<file path="src/rtl/grt_pkg.sv">
// Shared types, codes and character constants of the grammar rule tokenizer.
package grt_pkg;

    // Token kinds as they leave the block
    typedef enum logic [3:0] {
        K_ARROW  = 4'd0,
        K_BAR    = 4'd1,
        K_SEMI   = 4'd2,
        K_STRING = 4'd3,
        K_IDENT  = 4'd4,
        K_EPS    = 4'd5,
        K_END    = 4'd6,
        K_BAD    = 4'd7,
        K_UNTERM = 4'd8
    } t_kind;

    localparam int TOKEN_WIDTH = 16;

    // One result token
    typedef struct packed {
        t_kind                  kind;
        logic [TOKEN_WIDTH-1:0] start;
        logic [TOKEN_WIDTH-1:0] length;
        logic                   last;
    } t_token;

    // Tokens produced by one accepted request, at most two
    typedef struct packed {
        logic [1:0] count;
        t_token     tok_a;
        t_token     tok_b;
    } t_scan_out;

    // Result queue geometry
    localparam int QUEUE_DEPTH = 4;
    localparam int QUEUE_PTR_W = 2;
    localparam int QUEUE_CNT_W = 3;

    // Punctuation bytes
    localparam logic [7:0] CH_DASH  = 8'h2D;
    localparam logic [7:0] CH_GT    = 8'h3E;
    localparam logic [7:0] CH_BAR   = 8'h7C;
    localparam logic [7:0] CH_SEMI  = 8'h3B;
    localparam logic [7:0] CH_QUOTE = 8'h22;
    localparam logic [7:0] CH_UNDER = 8'h5F;

    // Length of the keyword "epsilon"
    localparam logic [2:0] KW_LEN = 3'd7;

    // Character of the keyword at a given position
    function automatic logic [7:0] f_kw_char(input logic [2:0] idx);
        logic [7:0] ch;
        case (idx)
            3'd0:    ch = 8'h65; // e
            3'd1:    ch = 8'h70; // p
            3'd2:    ch = 8'h73; // s
            3'd3:    ch = 8'h69; // i
            3'd4:    ch = 8'h6C; // l
            3'd5:    ch = 8'h6F; // o
            3'd6:    ch = 8'h6E; // n
            default: ch = 8'h00;
        endcase
        return ch;
    endfunction

endpackage

</file>
<file path="src/rtl/grt_ifs.sv">
// Valid/ready channel interfaces for text bytes and result tokens.
interface grt_byte_if;
    logic       valid;
    logic       ready;
    logic [7:0] text_byte;
    logic       end_of_text;

    modport source (output valid, output text_byte, output end_of_text, input ready);
    modport sink (input valid, input text_byte, input end_of_text, output ready);
    modport monitor (input valid, input ready, input text_byte, input end_of_text);
endinterface

interface grt_token_if;
    logic          valid;
    logic          ready;
    grt_pkg::t_kind token_kind;
    logic [15:0]   token_start;
    logic [15:0]   token_length;
    logic          last_of_run;

    modport source (output valid, output token_kind, output token_start,
                    output token_length, output last_of_run, input ready);
    modport sink (input valid, input token_kind, input token_start,
                  input token_length, input last_of_run, output ready);
    modport monitor (input valid, input ready, input token_kind, input token_start,
                     input token_length, input last_of_run);
endinterface

</file>
<file path="src/rtl/grammar_rule_tokenizer.sv">
// Top level of the grammar rule tokenizer.
// Usage:
//   i_text carries one text byte per request, or an end marker with
//   end_of_text high (its byte is ignored). o_tok carries tokens as kind,
//   start offset and length; last_of_run flags the final token of a request.
//   Each accepted request's tokens are written into the result queue
//   and o_tok offers the queue head. Throughput: one request per cycle
//   while i_text.ready is high; a request that yields two tokens
//   (identifier closed by a bar, semicolon or invalid byte, or a pending
//   lexeme at the end marker) is absorbed by the four-entry result queue.
//   i_text.ready is high while the queue has room for two tokens, so it
//   holds across a stalled receiver until three tokens wait. Reset: the
//   scanner idles at offset zero, the queue empties, i_text.ready is high.
//   A stalled receiver holds the head token steady; once the queue holds
//   three or more tokens, i_text.ready drops until tokens drain.
module grammar_rule_tokenizer #(
    parameter int OFFSET_BITS = 16
) (
    input  logic        i_clk,
    input  logic        i_rst_n,
    grt_byte_if.sink    i_text,
    grt_token_if.source o_tok
);
    import grt_pkg::*;

    logic      w_accept;
    logic      w_space;
    logic      w_out_valid;
    t_scan_out w_scan;
    t_token    w_head;

    assign i_text.ready = w_space;
    assign w_accept     = i_text.valid && w_space;

    grt_scanner #(
        .OFFSET_BITS (OFFSET_BITS)
    ) u_scanner (
        .i_clk         (i_clk),
        .i_rst_n       (i_rst_n),
        .i_accept      (w_accept),
        .i_text_byte   (i_text.text_byte),
        .i_end_of_text (i_text.end_of_text),
        .o_scan        (w_scan)
    );

    grt_result_queue u_queue (
        .i_clk        (i_clk),
        .i_rst_n      (i_rst_n),
        .i_push_count (w_accept ? w_scan.count : 2'd0),
        .i_tok_a      (w_scan.tok_a),
        .i_tok_b      (w_scan.tok_b),
        .o_space      (w_space),
        .o_valid      (w_out_valid),
        .o_tok        (w_head),
        .i_pop        (o_tok.ready)
    );

    // Drive the token channel from the queue head
    assign o_tok.valid        = w_out_valid;
    assign o_tok.token_kind   = w_head.kind;
    assign o_tok.token_start  = w_head.start;
    assign o_tok.token_length = w_head.length;
    assign o_tok.last_of_run  = w_head.last;

endmodule

</file>
<file path="src/rtl/grt_scanner.sv">
// Scanner state and token decode for one text byte or end marker.
module grt_scanner #(
    parameter int OFFSET_BITS = 16
) (
    input  logic               i_clk,
    input  logic               i_rst_n,
    input  logic               i_accept,
    input  logic [7:0]         i_text_byte,
    input  logic               i_end_of_text,
    output grt_pkg::t_scan_out o_scan
);
    import grt_pkg::*;

    typedef enum logic [4:0] {
        S_IDLE   = 5'b00001,
        S_DASH   = 5'b00010,
        S_STRING = 5'b00100,
        S_IDENT  = 5'b01000,
        S_ERROR  = 5'b10000
    } t_mode;

    localparam logic [OFFSET_BITS-1:0] OFFSET_MAX = '1;

    t_mode                  r_mode, n_mode;
    logic [OFFSET_BITS-1:0] r_off, n_off;
    logic [OFFSET_BITS-1:0] r_lstart, n_lstart;
    logic [2:0]             r_kidx, n_kidx;
    logic                   r_kmatch, n_kmatch;

    t_mode                  f_mode;
    logic [OFFSET_BITS-1:0] f_lstart;
    logic [2:0]             f_kidx;
    logic                   f_kmatch;
    logic                   f_emit;
    t_token                 f_tok;

    logic [OFFSET_BITS-1:0] w_span;
    t_token                 w_id_tok;
    t_token                 w_end_tok;
    t_scan_out              w_scan;

    function automatic logic f_is_space(input logic [7:0] b);
        return (b == 8'h20) || (b >= 8'h09 && b <= 8'h0D);
    endfunction

    function automatic logic f_is_alpha(input logic [7:0] b);
        return (b >= 8'h61 && b <= 8'h7A) || (b >= 8'h41 && b <= 8'h5A);
    endfunction

    function automatic logic f_is_word(input logic [7:0] b);
        return f_is_alpha(b) || (b >= 8'h30 && b <= 8'h39) || (b == CH_UNDER);
    endfunction

    // Fit an offset to the token field width
    function automatic logic [TOKEN_WIDTH-1:0] f_to_field(input logic [OFFSET_BITS-1:0] v);
        logic [OFFSET_BITS+TOKEN_WIDTH-1:0] w;
        w = {{TOKEN_WIDTH{1'b0}}, v};
        return w[TOKEN_WIDTH-1:0];
    endfunction

    function automatic t_token f_make(input t_kind k, input logic [TOKEN_WIDTH-1:0] s,
                                      input logic [TOKEN_WIDTH-1:0] l);
        t_token t;
        t.kind   = k;
        t.start  = s;
        t.length = l;
        t.last   = 1'b0;
        return t;
    endfunction

    // Length of the pending lexeme, floored at zero
    assign w_span = (r_off >= r_lstart) ? (r_off - r_lstart) : '0;

    assign w_id_tok = f_make((r_kmatch && r_kidx == KW_LEN) ? K_EPS : K_IDENT,
                             f_to_field(r_lstart), f_to_field(w_span));
    assign w_end_tok = f_make(K_END, f_to_field(r_off), '0);

    // Decode a byte as the first byte of a new token
    always_comb begin
        f_mode   = S_IDLE;
        f_lstart = r_lstart;
        f_kidx   = r_kidx;
        f_kmatch = r_kmatch;
        f_emit   = 1'b0;
        f_tok    = f_make(K_BAD, f_to_field(r_off), '0);
        if (f_is_space(i_text_byte)) begin
            f_mode = S_IDLE;
        end else if (i_text_byte == CH_DASH) begin
            f_mode   = S_DASH;
            f_lstart = r_off;
        end else if (i_text_byte == CH_BAR) begin
            f_emit = 1'b1;
            f_tok  = f_make(K_BAR, f_to_field(r_off), TOKEN_WIDTH'(1));
        end else if (i_text_byte == CH_SEMI) begin
            f_emit = 1'b1;
            f_tok  = f_make(K_SEMI, f_to_field(r_off), TOKEN_WIDTH'(1));
        end else if (i_text_byte == CH_QUOTE) begin
            f_mode   = S_STRING;
            f_lstart = (r_off < OFFSET_MAX) ? (r_off + 1'b1) : OFFSET_MAX;
        end else if (f_is_alpha(i_text_byte) || i_text_byte == CH_UNDER) begin
            f_mode   = S_IDENT;
            f_lstart = r_off;
            f_kmatch = (i_text_byte == f_kw_char(3'd0));
            f_kidx   = {2'b00, f_kmatch};
        end else begin
            f_mode = S_ERROR;
            f_emit = 1'b1;
        end
    end

    // Step the scanner and collect the tokens of this request
    always_comb begin
        n_mode       = r_mode;
        n_off        = r_off;
        n_lstart     = r_lstart;
        n_kidx       = r_kidx;
        n_kmatch     = r_kmatch;
        w_scan.count = 2'd0;
        w_scan.tok_a = w_end_tok;
        w_scan.tok_b = w_end_tok;
        if (i_end_of_text) begin
            // Flush the pending lexeme, then close the text
            w_scan.count = 2'd2;
            case (r_mode)
                S_IDENT:  w_scan.tok_a = w_id_tok;
                S_STRING: w_scan.tok_a = f_make(K_UNTERM, f_to_field(r_lstart),
                                                f_to_field(w_span));
                S_DASH:   w_scan.tok_a = f_make(K_BAD, f_to_field(r_lstart), '0);
                default:  w_scan.count = 2'd1;
            endcase
            n_mode   = S_IDLE;
            n_off    = '0;
            n_lstart = '0;
            n_kidx   = '0;
            n_kmatch = 1'b1;
        end else begin
            case (r_mode)
                S_IDLE: begin
                    n_mode       = f_mode;
                    n_lstart     = f_lstart;
                    n_kidx       = f_kidx;
                    n_kmatch     = f_kmatch;
                    w_scan.count = {1'b0, f_emit};
                    w_scan.tok_a = f_tok;
                end
                S_DASH: begin
                    w_scan.count = 2'd1;
                    if (i_text_byte == CH_GT) begin
                        n_mode       = S_IDLE;
                        w_scan.tok_a = f_make(K_ARROW, f_to_field(r_lstart), TOKEN_WIDTH'(2));
                    end else begin
                        n_mode       = S_ERROR;
                        w_scan.tok_a = f_make(K_BAD, f_to_field(r_lstart), '0);
                    end
                end
                S_STRING: begin
                    if (i_text_byte == CH_QUOTE) begin
                        n_mode       = S_IDLE;
                        w_scan.count = 2'd1;
                        w_scan.tok_a = f_make(K_STRING, f_to_field(r_lstart),
                                              f_to_field(w_span));
                    end
                end
                S_IDENT: begin
                    if (f_is_word(i_text_byte)) begin
                        // Track the keyword match
                        if (r_kmatch && r_kidx < KW_LEN && i_text_byte == f_kw_char(r_kidx)) begin
                            n_kidx = r_kidx + 3'd1;
                        end else begin
                            n_kmatch = 1'b0;
                        end
                    end else begin
                        // Close the identifier and rescan the ending byte
                        n_mode       = f_mode;
                        n_lstart     = f_lstart;
                        n_kidx       = f_kidx;
                        n_kmatch     = f_kmatch;
                        w_scan.tok_a = w_id_tok;
                        w_scan.tok_b = f_tok;
                        w_scan.count = f_emit ? 2'd2 : 2'd1;
                    end
                end
                S_ERROR: begin
                    n_mode = S_ERROR;
                end
                default: begin
                    n_mode = S_ERROR;
                end
            endcase
            if (r_off < OFFSET_MAX) begin
                n_off = r_off + 1'b1;
            end
        end
        // Mark the final token of the request
        w_scan.tok_a.last = (w_scan.count == 2'd1);
        w_scan.tok_b.last = 1'b1;
    end

    assign o_scan = w_scan;

    // Advance state on each accepted request
    always_ff @(posedge i_clk) begin
        if (!i_rst_n) begin
            r_mode   <= S_IDLE;
            r_off    <= '0;
            r_lstart <= '0;
            r_kidx   <= '0;
            r_kmatch <= 1'b1;
        end else if (i_accept) begin
            r_mode   <= n_mode;
            r_off    <= n_off;
            r_lstart <= n_lstart;
            r_kidx   <= n_kidx;
            r_kmatch <= n_kmatch;
        end
    end

endmodule

</file>
<file path="src/rtl/grt_result_queue.sv">
// Four-entry token queue that takes up to two tokens per cycle.
module grt_result_queue (
    input  logic               i_clk,
    input  logic               i_rst_n,
    input  logic [1:0]         i_push_count,
    input  grt_pkg::t_token    i_tok_a,
    input  grt_pkg::t_token    i_tok_b,
    output logic               o_space,
    output logic               o_valid,
    output grt_pkg::t_token    o_tok,
    input  logic               i_pop
);
    import grt_pkg::*;

    t_token                 r_mem [QUEUE_DEPTH];
    logic [QUEUE_PTR_W-1:0] r_wr, n_wr;
    logic [QUEUE_PTR_W-1:0] r_rd, n_rd;
    logic [QUEUE_CNT_W-1:0] r_cnt, n_cnt;
    logic                   w_pop;

    // Room for a full request of two tokens
    assign o_space = (r_cnt <= QUEUE_CNT_W'(QUEUE_DEPTH - 2));
    assign o_valid = (r_cnt != '0);
    assign o_tok   = r_mem[r_rd];
    assign w_pop   = o_valid && i_pop;

    always_comb begin
        n_wr  = r_wr + QUEUE_PTR_W'(i_push_count);
        n_rd  = r_rd + QUEUE_PTR_W'(w_pop);
        n_cnt = r_cnt + QUEUE_CNT_W'(i_push_count) - QUEUE_CNT_W'(w_pop);
    end

    // Write the pushed tokens in order
    always_ff @(posedge i_clk) begin
        if (i_push_count != 2'd0) begin
            r_mem[r_wr] <= i_tok_a;
        end
        if (i_push_count == 2'd2) begin
            r_mem[r_wr + QUEUE_PTR_W'(1)] <= i_tok_b;
        end
    end

    // Advance pointers and fill count
    always_ff @(posedge i_clk) begin
        if (!i_rst_n) begin
            r_wr  <= '0;
            r_rd  <= '0;
            r_cnt <= '0;
        end else begin
            r_wr  <= n_wr;
            r_rd  <= n_rd;
            r_cnt <= n_cnt;
        end
    end

endmodule

</file>
<file path="src/flat_wrapper.sv">
// flat-port wrapper written by rule: the top's interface ports become plain ports
module grammar_rule_tokenizer_flat import grt_pkg::*;
#(
    parameter int OFFSET_BITS = 16
)
  (i_clk, i_rst_n, i_text_valid, i_text_text_byte, i_text_end_of_text, i_text_ready, o_tok_valid, o_tok_token_kind, o_tok_token_start, o_tok_token_length, o_tok_last_of_run, o_tok_ready);
  grt_byte_if i_text_i ();
  grt_token_if o_tok_i ();
  input  logic i_clk;
  input  logic i_rst_n;
  input wire logic [$bits(i_text_i.valid)-1:0] i_text_valid;
  input wire logic [$bits(i_text_i.text_byte)-1:0] i_text_text_byte;
  input wire logic [$bits(i_text_i.end_of_text)-1:0] i_text_end_of_text;
  output wire logic [$bits(i_text_i.ready)-1:0] i_text_ready;
  output wire logic [$bits(o_tok_i.valid)-1:0] o_tok_valid;
  output wire logic [$bits(o_tok_i.token_kind)-1:0] o_tok_token_kind;
  output wire logic [$bits(o_tok_i.token_start)-1:0] o_tok_token_start;
  output wire logic [$bits(o_tok_i.token_length)-1:0] o_tok_token_length;
  output wire logic [$bits(o_tok_i.last_of_run)-1:0] o_tok_last_of_run;
  input wire logic [$bits(o_tok_i.ready)-1:0] o_tok_ready;
  assign i_text_i.valid = i_text_valid;
  assign i_text_i.text_byte = i_text_text_byte;
  assign i_text_i.end_of_text = i_text_end_of_text;
  assign i_text_ready = i_text_i.ready;
  assign o_tok_valid = o_tok_i.valid;
  assign o_tok_token_kind = o_tok_i.token_kind;
  assign o_tok_token_start = o_tok_i.token_start;
  assign o_tok_token_length = o_tok_i.token_length;
  assign o_tok_last_of_run = o_tok_i.last_of_run;
  assign o_tok_i.ready = o_tok_ready;
  grammar_rule_tokenizer #(.OFFSET_BITS(OFFSET_BITS)) u_core (.i_clk(i_clk), .i_rst_n(i_rst_n), .i_text(i_text_i), .o_tok(o_tok_i));
endmodule
</file>
<file path="config.mk">
export PLATFORM = sky130hd
export DESIGN_NAME = grammar_rule_tokenizer_flat
export DESIGN_NICKNAME = d
export VERILOG_FILES = /design/src/rtl/grt_pkg.sv /design/src/rtl/grt_ifs.sv /design/src/rtl/grammar_rule_tokenizer.sv /design/src/rtl/grt_scanner.sv /design/src/rtl/grt_result_queue.sv /design/src/flat_wrapper.sv
export SDC_FILE = /design/constraint.sdc
export NUM_CORES = 1
export LEC_CHECK = 0
export ABC_AREA = 1
export BUFFER_PORTS_ARGS = -buffer_cell sky130_fd_sc_hd__buf_2
export CORE_MARGIN = 4
export CORE_UTILIZATION = 40
export CTS_CLUSTER_SIZE = 40
export DETAILED_ROUTE_END_ITERATION = 8
export GPL_TIMING_DRIVEN = 0
export PLACE_DENSITY = 0.62
export SETUP_SLACK_MARGIN = 0.15
export SYNTH_ARGS = -nofsm -noshare
export SYNTH_HDL_FRONTEND = slang
export SYNTH_SLANG_ARGS = --single-unit
</file>
<file path="constraint.sdc">
create_clock -name i_clk -period 4 [get_ports i_clk]
set_clock_uncertainty 0.2 [all_clocks]
set_input_delay 0.6 -clock i_clk [delete_from_list [all_inputs] [get_ports i_clk]]
set_output_delay 0.6 -clock i_clk [all_outputs]
set_load 0.01 [all_outputs]
</file>
Word-level counts from Yosys, hierarchy flattened
Memories as Yosys holds them, arrays and structs flattened. A register that Yosys moved wholly into a read port is not among the register bits.
Cells that the tools add are included.
{"block": "totals", "mem_bits_rw": 148, "wordCells": 155, "ff_bits": 48, "inputBits": 13, "mem_count": 1}
{"block": "classes", "muxes": 75, "eq_ne": 26, "reduce_logical": 25, "add_sub_neg": 8, "order_cmp": 12}
{"memory": "u_core.u_queue.r_mem", "words": 4, "word_bits": 37, "read_ports": 1, "rd_clocked_by_memory_dff": 1, "wr": 2, "line": "grt_result_queue.sv:15", "text": "t_token r_mem [QUEUE_DEPTH];"}
{"cell": "$mux 16", "n": 12}
{"cell": "$mux 36", "n": 5}
{"cell": "$pmux 39 s4", "n": 1}
{"cell": "$pmux 37 s3", "n": 1}
{"cell": "$mux 76", "n": 1}
{"cell": "$mux 37", "n": 2}
{"cell": "$mux 5", "n": 10}
{"cell": "$pmux 7 s7", "n": 1}
{"cell": "$eq 8x6->1 const B", "n": 5}
{"cell": "$mux 39", "n": 1}
{"cell": "$mux 38", "n": 1}
{"cell": "$pmux 16 s2", "n": 1}
{"cell": "$mux 3", "n": 9}
{"cell": "$eq 8x7->1 const B", "n": 3}
{"cell": "$mux 8", "n": 3}
{"cell": "$mux 1", "n": 20}
{"cell": "$pmux 5 s4", "n": 1}
{"cell": "$add 16x1->16 const B", "n": 1}
{"cell": "$ge 16x16->1", "n": 1}
{"cell": "$ge 8x7->1 const B", "n": 2}
{"cell": "$le 8x7->1 const B", "n": 2}
{"cell": "$lt 16x16->1 const B", "n": 1}
{"cell": "$sub 16x16->16", "n": 1}
{"cell": "$eq 3x3->1 const B", "n": 4}
{"cell": "other kinds (34)", "n": 57}

Depth between registers and ports, before layout
{"block": "depth", "word_depth": 18, "depth_mapped": 19, "depth_no_buf": 19}

Modules after synthesis
Synthesis repeated with hierarchy kept, for this count alone.
{"block": "unflattened", "hier_cells": 1544, "hier_area_um2": 12298.0}
{"module": "grt_result_queue", "cells_per_inst": 781, "area_each_um2": 7771.2, "n_inst": 1}
{"module": "grt_scanner", "cells_per_inst": 757, "area_each_um2": 4504.3, "n_inst": 1}
{"module": "grammar_rule_tokenizer", "cells_per_inst": 6, "area_each_um2": 22.5, "n_inst": 1}

Worst setup path before layout
OpenSTA, ideal clock, no wires.
{"block": "synth_timing", "path_kind": "input to register", "start": "in i_text_text_byte[0]", "end": "mem u_core.u_queue.r_mem[1][17] in the netlist's numbering (enable)", "t_arrival_ns": 2.561, "cell_stages": 16, "path_slack_ns": 0.863, "required_time_ns": 3.423, "n_path_buf": 3, "setup_ns": 0.377, "path_cell_list": "buf_2 -> nor2_2 -> nand2_1 -> nor2_4 -> inv_2 -> nor2_2 -> nor2_1 -> nand3_1 -> nand2_2 -> nand2_4 -> nand2_4 -> nand2_4 -> buf_12 -> nand2_8 -> buf_6 -> nand2_1"}
{"element": "start: declaration", "line": "flat_wrapper.sv:12", "text": "input wire logic [$bits(i_text_i.text_byte)-1:0] i_text_text_byte;"}
{"element": "end: declaration", "line": "grt_result_queue.sv:15"}

==> flow_summary.json <==
{
  "status": "finished clean",
  "mostFrequentLayoutCells": "nand3_1, nand2_1, o21ai_0",
  "core_um2": 28900,
  "route.detailed.drc": 0,
  "worst-path-buf-inv": 5,
  "worst_setup_path_end_kind": "primary output",
  "antenna_found_initial": 0,
  "crit_slowest_cell": "clkbuf_1",
  "yosysTopAreaCell": "edfxtp_1",
  "yosysSeqAreaShare": 0.402,
  "postRouteAntennaNets": 0,
  "power_density_nw_per_um2": 513,
  "dpl-instance-area_um2": 12500,
  "yosys_warnings": 0,
  "slowest_delay_ns": 0.56,
  "dp_cells": 1967,
  "hold_buffers": 0,
  "cp.arrival_ns": 2.99,
  "grt_remaining_overflow": 0,
  "worst_pin_slew_ns": 0.958,
  "hpwl_um": 29200,
  "p_sw_uw": 2820,
  "drv_slew": 0,
  "routed_wl_um": 39500,
  "wl_per_cell_um": 19.8,
  "clk_path_buf_depth": 2,
  "drive_gt1_frac": 0.125,
  "final_area_um2": 13100,
  "p_clk_frac": 0.269,
  "io-pin-count": 52,
  "clock.fmax_mhz": 264,
  "nNetsFinal": 1642,
  "synth.avg_cell_area_um2": 7.65,
  "stdcell_count": 1999,
  "ys_async_sr_fraction": 0,
  "io_buffers": 48,
  "setup_violations": 0,
  "path_common_cell": "clkbuf_1",
  "die_w_um": 179,
  "syn-num-nets": 1575,
  "drt_pass1_iterations": 5,
  "layout_commonest_cell": "nand3_1",
  "power.share.sequential": 0.348,
  "cts_num_sinks": 196,
  "cp_cell_sequence": "clkbuf_1 > inv_1 > clkbuf_1 > clkbuf_1 > o21ai_0 > o22ai_1 > buf_2",
  "rows": 62,
  "ys_types": 53,
  "dieArea_um2": 32200,
  "p_int_uw": 3900,
  "clk_latency_ns": 0.45,
  "fillCellCount": 2935,
  "crit_type": "reg2out",
  "max-cap-violations": 0,
  "vias": 11700,
  "netlist_area_um2": 11700,
  "htree_num_levels": 4,
  "fp.dieH_um": 179,
  "drt_iter0_drc": 1386,
  "leakage_uw": 0.00534,
  "clk_pin_slew_ns": 0.09,
  "switching_share": 0.420,
  "cts_buffers": 17,
  "hp-class": "reg2reg",
  "grt_pass1_vias": 11000,
  "cts_tree": "built",
  "synth.top_cell.area_share": 0.205,
  "setup_tns_ns": 0,
  "post-route-period-util": 0.946,
  "finalHoldViolations": 0,
  "crit_fanout": 10,
  "max-slew-margin-rel": 0.356,
  "synth_area_leaders": "edfxtp_1, dfxtp_1, nand3_1",
  "root_buffer": "clkbuf_16",
  "synth_flop_cell": "dfxtp_1",
  "via_per_inst": 5.86,
  "grt_pass1_wl_um": 61000,
  "grtUsageTotal": 0.245,
  "synthCells": 1535,
  "start_util": 0.407,
  "rsz0062_at_grt": "true",
  "area_growth_pct": 11.6,
  "critPathLaunchType": "register",
  "antenna_cells": 0,
  "worstPathRequired_ns": 3.20,
  "gp_congestion": 0.974,
  "ir_drop_v": 0.000359,
  "synth-edff-count": 80,
  "p_comb_frac": 0.383,
  "fin_crit_ns": 3.79,
  "grt_max_degree": 23,
  "ys_ff_latch": 196,
  "critPathTopFamily": "buffers and inverters"
}
==> power by group through the flow <==
| stage | clock, uW | sequential (uW) | combinational (uW) |
|---|---|---|---|
| floorplan | 0 | 2350 | 1680 |
| global placement | 0 | 2380 | 2520 |
| detailed placement | 0 | 2390 | 2550 |
| CTS | 1820 | 2340 | 2560 |
| global route | 1890 | 2360 | 2820 |
| finish | 1810 | 2340 | 2580 |
==> through the flow <==
step	setup slack [ns]	total power, uW	utilization	hold slack [ns]
4_1_cts	0.260	6720	0.453	0.258
6_report	0.215	6730	0.454	0.257
3_5_place_dp	0.0156	4940	0.432	0.242
5_1_grt	0.135	7070	0.454	0.273
3_3_place_gp	0.0431	4910	0.432	0.236
2_1_floorplan	0.863	4030	-	0.224
==> path summary, 6_finish.rpt <==
check / from / to / slack [ns] / depth (start not counted)
max: u_core.u_queue.r_rd[0] / o_tok_token_kind[1] / 0.21 / 7
min: u_core.u_queue.r_mem[1][9] / u_core.u_queue.r_mem[1][9] / 0.26 / 2
max reg2reg: u_core.u_scanner.r_off[0] / u_core.u_queue.r_mem[3][10] / 0.28 / 15
min reg2reg: u_core.u_queue.r_mem[1][9] / u_core.u_queue.r_mem[1][9] / 0.26 / 2
==> synthesized netlist by cell type, types with 5 or more instances <==
cell and n:
xor2_1 21, a21oi_1 66, dfxtp_1 116, buf_6 11, nor2_2 7, nand3_2 33, nand2_2 5, inv_2 14
a22oi_1 16, a2bb2oi_1 6, nor2_1 162, clkbuf_1 47, nor3_1 9, nor4_1 5, buf_1 8, nand2_1 211
o211ai_1 10, buf_4 13, ha_1 25, o22ai_1 39, xnor2_1 8, o21ai_1 16, a211oi_1 10, inv_1 86
o21ai_0 177, edfxtp_1 80, buf_2 19, nand4_1 13, nand2_4 5, nand3_1 261
==> cells by family after synthesis <==
logic type	synth area share
AO/OA/AOI/OAI	0.168
XOR/XNOR	0.0216
adder cells (fa/ha/maj)	0.0301
buffers and inverters	0.0795
flip-flops	0.402
AND/OR/NAND/NOR	0.299
==> per-layer routing <==
| metal | global-route usage | vias up | part of all wire |
|---|---|---|---|
| met5 | 0 | - | 0 |
| met1 | 0.330 | 5475 | 0.43 |
| li1 | - | 5498 | - |
| met2 | 0.397 | 647 | 0.46 |
| met4 | 0.0800 | 0 | 0.027 |
| met3 | 0.0462 | 91 | 0.089 |
==> area by class of cell <==
| type | count | area (um2) | area share |
|---|---|---|---|
| Buffer | 99 | 543 | 0.0414 |
| Clock buffer | 17 | 425 | 0.0325 |
| Clock inverter | 15 | 199 | 0.0152 |
| Inverter | 104 | 390 | 0.0298 |
| Multi-Input combinational cell | 1136 | 6100 | 0.466 |
| Sequential cell | 196 | 4720 | 0.361 |
| Tap cell | 384 | 480 | 0.0367 |
| Timing Repair Buffer | 48 | 240 | 0.0183 |
==> tightest hold or removal path, stage by stage, from the launching register on <==
cell	delay [ns]
dfxtp_1	0.32
nand3_2	0.06
nand2_1	0.04
==> state kept, by name (all words and copies together), names as in the netlist <==
| register | cells |
|---|---|
| u_core.u_queue.r_mem | 148 |
| u_core.u_scanner.r_lstart | 16 |
| u_core.u_scanner.r_off | 16 |
| u_core.u_scanner.r_mode | 5 |
| u_core.u_queue.r_cnt | 3 |
| u_core.u_scanner.r_kidx | 3 |
| u_core.u_queue.r_rd | 2 |
| u_core.u_queue.r_wr | 2 |
| u_core.u_scanner.r_kmatch | 1 |
==> what timing repair did <==
item | in CTS | in global routing
gates resized for setup | 0 | 6
buffers inserted | 0 | 0
endpoints found under the setup margin | 0 | 85
(Power assumes the default switching activity.)
